$ cat src/rab_pkg.sv
// Shared types and constants for the ray segment versus box hit test.
// Used by the top level and the pipelined divider; depends on nothing.
package rab_pkg;

  localparam int unsigned COORD_W = 32;
  localparam int unsigned FRAC_W = 16;
  localparam int unsigned T_W = FRAC_W + 1;
  localparam int unsigned DIV_BITS_PER_STAGE = 2;
  localparam int unsigned DIV_STAGES = FRAC_W / DIV_BITS_PER_STAGE;

  // Configuration register indexes.
  localparam logic [2:0] REG_MIN_X = 3'd0;
  localparam logic [2:0] REG_MIN_Y = 3'd1;
  localparam logic [2:0] REG_MIN_Z = 3'd2;
  localparam logic [2:0] REG_MAX_X = 3'd3;
  localparam logic [2:0] REG_MAX_Y = 3'd4;
  localparam logic [2:0] REG_MAX_Z = 3'd5;

  // Face codes of a hit.
  localparam logic [2:0] FACE_MIN_X = 3'd0;
  localparam logic [2:0] FACE_MAX_X = 3'd1;
  localparam logic [2:0] FACE_MIN_Y = 3'd2;
  localparam logic [2:0] FACE_MAX_Y = 3'd3;
  localparam logic [2:0] FACE_MIN_Z = 3'd4;
  localparam logic [2:0] FACE_MAX_Z = 3'd5;

  typedef struct packed {
    logic signed [COORD_W-1:0] start_x;
    logic signed [COORD_W-1:0] start_y;
    logic signed [COORD_W-1:0] start_z;
    logic signed [COORD_W-1:0] delta_x;
    logic signed [COORD_W-1:0] delta_y;
    logic signed [COORD_W-1:0] delta_z;
    logic [T_W-1:0]            t_limit;
  } in_item_t;

  typedef struct packed {
    logic                      hit;
    logic [T_W-1:0]            hit_t;
    logic signed [COORD_W-1:0] point_x;
    logic signed [COORD_W-1:0] point_y;
    logic signed [COORD_W-1:0] point_z;
    logic [2:0]                face;
  } out_item_t;

endpackage

$ cat src/rab_div.sv
// Pipelined restoring divider: t = un / ud as unsigned Q1.FRAC_W.
// Depends on rab_pkg; takes one operand per cycle.
module rab_div (
  input  logic                         clk_i,
  input  logic [rab_pkg::COORD_W:0]    un_i,
  input  logic [rab_pkg::COORD_W-1:0]  ud_i,
  input  logic                         try_i,
  output logic                         ok_o,
  output logic [rab_pkg::T_W-1:0]      quo_o
);

  localparam int unsigned CW = rab_pkg::COORD_W;
  localparam int unsigned TW = rab_pkg::T_W;
  localparam int unsigned NS = rab_pkg::DIV_STAGES;
  localparam int unsigned BPS = rab_pkg::DIV_BITS_PER_STAGE;

  // One restoring step: returns the quotient bit above the new remainder.
  function automatic logic [CW:0] div_step(input logic [CW-1:0] r,
                                           input logic [CW-1:0] d);
    logic [CW:0] r2;
    logic [CW:0] diff;
    begin
      r2 = {r, 1'b0};
      diff = r2 - {1'b0, d};
      if (r2 >= {1'b0, d}) begin
        div_step = {1'b1, diff[CW-1:0]};
      end else begin
        div_step = {1'b0, r2[CW-1:0]};
      end
    end
  endfunction

  logic [CW-1:0] rem_q [NS+1];
  logic [CW-1:0] den_q [NS+1];
  logic [TW-1:0] quo_q [NS+1];
  logic          ok_q  [NS+1];

  logic          ge1, ge2;
  logic [CW:0]   sub0;

  // Integer part: the quotient may only be zero or one.
  always_comb begin
    ge1  = un_i >= {1'b0, ud_i};
    ge2  = un_i >= {ud_i, 1'b0};
    sub0 = un_i - {1'b0, ud_i};
  end

  always_ff @(posedge clk_i) begin
    rem_q[0] <= ge1 ? sub0[CW-1:0] : un_i[CW-1:0];
    den_q[0] <= ud_i;
    quo_q[0] <= {{(TW-1){1'b0}}, ge1};
    ok_q[0]  <= try_i & ~ge2;
  end

  // Fraction bits, BPS per stage.
  for (genvar k = 1; k <= NS; k++) begin : g_stage
    logic [CW-1:0] rem_d;
    logic [TW-1:0] quo_d;
    logic [CW:0]   st;

    always_comb begin
      rem_d = rem_q[k-1];
      quo_d = quo_q[k-1];
      st = '0;
      for (int unsigned i = 0; i < BPS; i++) begin
        st = div_step(rem_d, den_q[k-1]);
        rem_d = st[CW-1:0];
        quo_d = {quo_d[TW-2:0], st[CW]};
      end
    end

    always_ff @(posedge clk_i) begin
      rem_q[k] <= rem_d;
      den_q[k] <= den_q[k-1];
      quo_q[k] <= quo_d;
      ok_q[k]  <= ok_q[k-1];
    end
  end

  assign ok_o  = ok_q[NS];
  assign quo_o = quo_q[NS];

endmodule

$ cat config.mk
export PLATFORM = sky130hd
export DESIGN_NAME = rab_div
export DESIGN_NICKNAME = d
export VERILOG_FILES = /design/src/rab_pkg.sv /design/src/rab_div.sv
export SDC_FILE = /design/constraint.sdc
export NUM_CORES = 2
export LEC_CHECK = 0
export ABC_AREA = 1
export BUFFER_PORTS_ARGS = -buffer_cell sky130_fd_sc_hd__buf_2
export CORE_MARGIN = 1
export CORE_UTILIZATION = 55
export DETAILED_ROUTE_END_ITERATION = 16
export PLACE_DENSITY_LB_ADDON = 0.12
export SYNTH_ARGS = -nofsm -noshare
export SYNTH_HDL_FRONTEND = slang
export SYNTH_SLANG_ARGS = --single-unit
$ cat constraint.sdc
create_clock -name clk_i -period 8.2 [get_ports clk_i]
set_clock_uncertainty 0.05 [all_clocks]
set_input_delay 0.41 -clock clk_i [delete_from_list [all_inputs] [get_ports clk_i]]
set_output_delay 0.41 -clock clk_i [all_outputs]
set_load 0.01 [all_outputs]
Word level (Yosys, flattened, before mapping):

Memories as Yosys holds them, arrays and structs flattened.
Cells that the tools add are included.

* flip-flop bits (word level): 0
* bits in latches: 0
* RAM bits: 738
* ROM bits: 0
* input bits: 67
* output and inout bits: 18
* logic and storage cells: 58
* memories kept: 4

Memory list
* den_q: depth 9, width 32, rd ports 8, clocked after Yosys merged registers in 0, wr ports 9, line rab_div.sv:34 `logic [CW-1:0] den_q [NS+1];`
* rem_q: depth 9, width 32, rd ports 8, clocked after Yosys merged registers in 0, wr ports 9, line rab_div.sv:33 `logic [CW-1:0] rem_q [NS+1];`
* quo_q: depth 9, width 17, rd ports 9, clocked after Yosys merged registers in 0, wr ports 9, line rab_div.sv:35 `logic [TW-1:0] quo_q [NS+1];`
* ok_q: depth 9, width 1, rd ports 9, clocked after Yosys merged registers in 0, wr ports 9, line rab_div.sv:36 `logic ok_q [NS+1];`

* add/subtract/negate cells: 17
* multiply operators: 0
* divide/modulo/power cells: 0
* magnitude comparators: 18
* equal/unequal tests: 0
* shifts and indexed selects: 0
* multiplexer cells: 17
* bitwise operators: 2
* reductions and logical operators: 0

Operator list (count)
* 33-bit by 32-bit greater-or-equal comparator with 1-bit output: 17
* 32-bit subtractor: 17
* 33-bit 2-to-1 mux: 16
* 33-bit greater-or-equal comparator: 1
* 32-bit 2-to-1 mux: 1
* 1-bit bitwise AND: 1
* 1-bit NOT: 1

Depth between registers and ports, before layout:

* depth after elaboration: 4
* mapped depth: 34
* gate-level depth less buffers: 32

Least setup slack after synthesis:

Ideal clock, no wire load.

* path kind: register to register
* start: mem den_q[0][216] in the netlist's numbering
* end: mem rem_q[0][234] in the netlist's numbering
* library setup time: 114 ps
* arrival: 3406 ps
* required time: 8036 ps
* path slack: 4631 ps
* cell stages (with the launch flop): 27
* buffers on the path: 3
* period minus slack after synthesis: 3569 ps
* cells stage by stage: dfxtp_1 > inv_1 > ha_1 > nand2_2 > inv_1 > a21oi_1 > a21boi_2 > nor2_1 > nor2_2 > nand2_4 > inv_2 > buf_8 > buf_6 > nand2_1 > nand2_1 > ha_1 > nand2_1 > nand2_1 > a31oi_1 > o21ai_0 > a21oi_1 > nand2_1 > nand2_1 > nand3_2 > buf_2 > nand2_1 > nand2_1

RTL lines (line)
* start, declared: rab_div.sv:34
* end, declared: rab_div.sv:33

==> flow_summary.ini <==
[place]
io_buffers = 84
placedInstanceArea_um2 = 55810
dpl_worst_slack_ps = 2249
dp_hpwl_mm = 177.6
globalplace.congestion = 1.058

[die]
die_h_um = 316.5
fp.dieW_um = 316.5
fp-row-count = 114
dieArea_um2 = 100200
initial_utilization_pct = 55.92
io_pins = 85
core_area_um2 = 97280

[layout]
drive_gt1_share_pct = 4.818
final_common_cell = nand2_1
areaGrowthSynthToFinish_pct = 7.901
final_net_count = 9641
layout_common_cells = nand2_1, inv_1, nand3_1, nor2_1, dfxtp_1
utilization_pct = 60.33
stdcell_area_um2 = 58690

[sta]
maxSlewViolCount = 0
tightestPinTransition_ps = 1326
fmax_mhz = 158.6
fin_crit_ps = 6306
finalWorstSetupSlack_ps = 1894
final.period_utilization_pct = 76.91
hold_viol = 0
tns_ps = 0
max-slew-margin-rel_pct = 11.52
finalSetupViolations = 0
rsz0062_at_grt = no

[synth]
synth_edf_count = 0
syn_area_um2 = 54390
synth_seq_cells = 602
synth_cells = 8892
yosysWarnings = 0
synthFlopType = dfxtp_1
synthesis.nets = 9536
async_reset_ff_share_pct = 0
synth_cell_types = 62
syn_avg_cell_area_um2 = 6.117
synth-seq-area-share_pct = 22.16

[cts]
ctsResizeCount = 0
cts_root_buf = clkbuf_16
clk_pin_slew_worst_paths_ps = 60
clk_latency_ps = 670
cts_tree = built
cts_max_path_buffers = 3
clock-sinks = 602
numCtsBuffers = 70
cts_max_level = 3

[global_route]
grt_first_pass_wirelength_mm = 320.2
grt_max_degree = 51
first_global_vias = 55570
grt_overflow_total = 0
grt_use_total_pct = 41.74
antenna_found_initial = 8

[worst_setup_path]
cp_cell_sequence = inv_1, ha_1, ha_1, nand3_1, nor3_1, nand2_1, nand2_1, nor2_2, nand2_4, inv_2, nand2_1, o21ai_2, ha_1, nand2_1, nor2_1, nand4_1, nor2_1, a21oi_1, nand2_1, nor2_2, nand3_1, nand2_1
crit_path_start_kind = flop
worst_ep_arrival_time_ps = 6810
slowest_delay_ps = 1020
endpoint_kind = flop
crit_path_top_delay_cell = nor2_2
cpMostUsedCell = nand2_1
cp.buffers_inverters = 2
critPathKind = flop to flop
required_ps = 8700
cp_max_fo = 47
crit_family = simple AND/OR/NAND/NOR gates

[detailed_routing]
drt_pass1_iterations = 7
drtIter0Drc = 5895
routed_wl_mm = 214.1
drtAntennaViolNets = 0
via_per_inst = 5.731
vias = 59180
drc_errors = 0
routedWlPerCell_um = 20.73

[status]
status = finished, final reports clean

[hold_path]
worst_hold_path_type = primary input to flop

[job]
drv_cap = 0
cell families after synthesis:
kind of cell | after synthesis | share of synthesized area, %
compound gates | 1101 | 11.46
buf+inv | 1372 | 9.999
simple gates | 4941 | 38.18
flops | 602 | 22.16
fa+ha+maj | 577 | 13.40
xor+xnor | 299 | 4.814
final timing paths:
kind	from	to	slack, ps	cells after the start
setup / recovery	den_q[0][193]	rem_q[0][252]	1890	22
setup reg to reg	den_q[0][193]	rem_q[0][252]	1890	22
hold / removal	un_i[4]	rem_q[0][4]	20	3
hold reg to reg	quo_q[0][121]	quo_q[0][140]	270	0
synthesized netlist by cell type, types with 15 or more instances:
cell,count,share of area (%)
nand2_1,3033,21
inv_1,1231,8.5
nand3_1,750,6.9
nor2_1,700,4.8
dfxtp_1,602,22
ha_1,568,13
a21oi_1,545,5.0
o21ai_0,270,2.5
xor2_1,187,3.0
xnor2_1,112,1.8
nand4_1,105,1.2
nor3_1,96,0.88
or2_2,70,0.81
o21bai_1,62,0.86
nand3b_1,57,0.79
a21o_1,56,0.77
buf_2,53,0.49
nor2_2,38,0.44
nor4_1,27,0.31
o21ai_2,26,0.42
o211ai_1,24,0.33
o21ai_1,23,0.21
a31oi_1,22,0.25
buf_4,22,0.30
inv_2,22,0.15
nand3_2,16,0.29
buf_6,15,0.31
o21a_1,15,0.21
final cells by class:
cell class / count / area (µm²)
clock inverter: 43 / 526.8
fill: 9752 / 38590
inverter: 1255 / 4716
sequential: 602 / 12050
antenna: 1 / 2.502
multi-input combinational: 6918 / 36910
clock buffer: 81 / 1833
timing repair buffer: 150 / 1059
tap: 1276 / 1597
repair_timing:
| item | CTS | global route |
|---|---|---|
| hold endpoints to repair | 49 | 0 |
| hold buffers | 49 | 0 |
| setup endpoints to repair | 0 | 0 |
| setup buffers | 0 | 0 |
sequential cells by signal (all words and copies together), names as in the netlist:
| name | cells |
|---|---|
| den_q | 256 |
| ok_q | 9 |
| quo_q | 81 |
| rem_q | 256 |
worst reg2reg max path, cell delays in order (launching register included):
cell     delay (ps)
dfxtp_1         730
inv_1           380
ha_1            420
ha_1            210
nand3_1         110
nor3_1           60
nand2_1          70
nand2_1          60
nor2_2          150
nand2_4         190
inv_2           800
nand2_1         280
o21ai_2         160
ha_1            330
nand2_1         160
nor2_1           90
nand4_1         100
nor2_1           50
a21oi_1         130
nand2_1          90
nor2_2         1020
nand3_1         330
nand2_1         230
stage by stage:
step / std cells / hold WS, ps
6_report: 10330 / 23.09
5_1_grt: 10330 / 25.22
2_1_floorplan: 8892 / 259.6
4_1_cts: 10320 / 0.6112
3_3_place_gp: 10150 / 259.8
3_5_place_dp: 10150 / 262.1
metal layers:
| layer | vias up | GRT usage, % | part of all wire, % |
|---|---|---|---|
| met5 | - | 0 | 0.037 |
| met4 | 12 | 32.94 | 9.0 |
| met3 | 807 | 8.097 | 8.8 |
| met2 | 3005 | 66.48 | 43 |
| met1 | 26560 | 49.22 | 39 |
| li1 | 28800 | - | - |
Power is not shown: default switching activity piles up to over one toggle a cycle in this logic, so the estimate is an artifact.
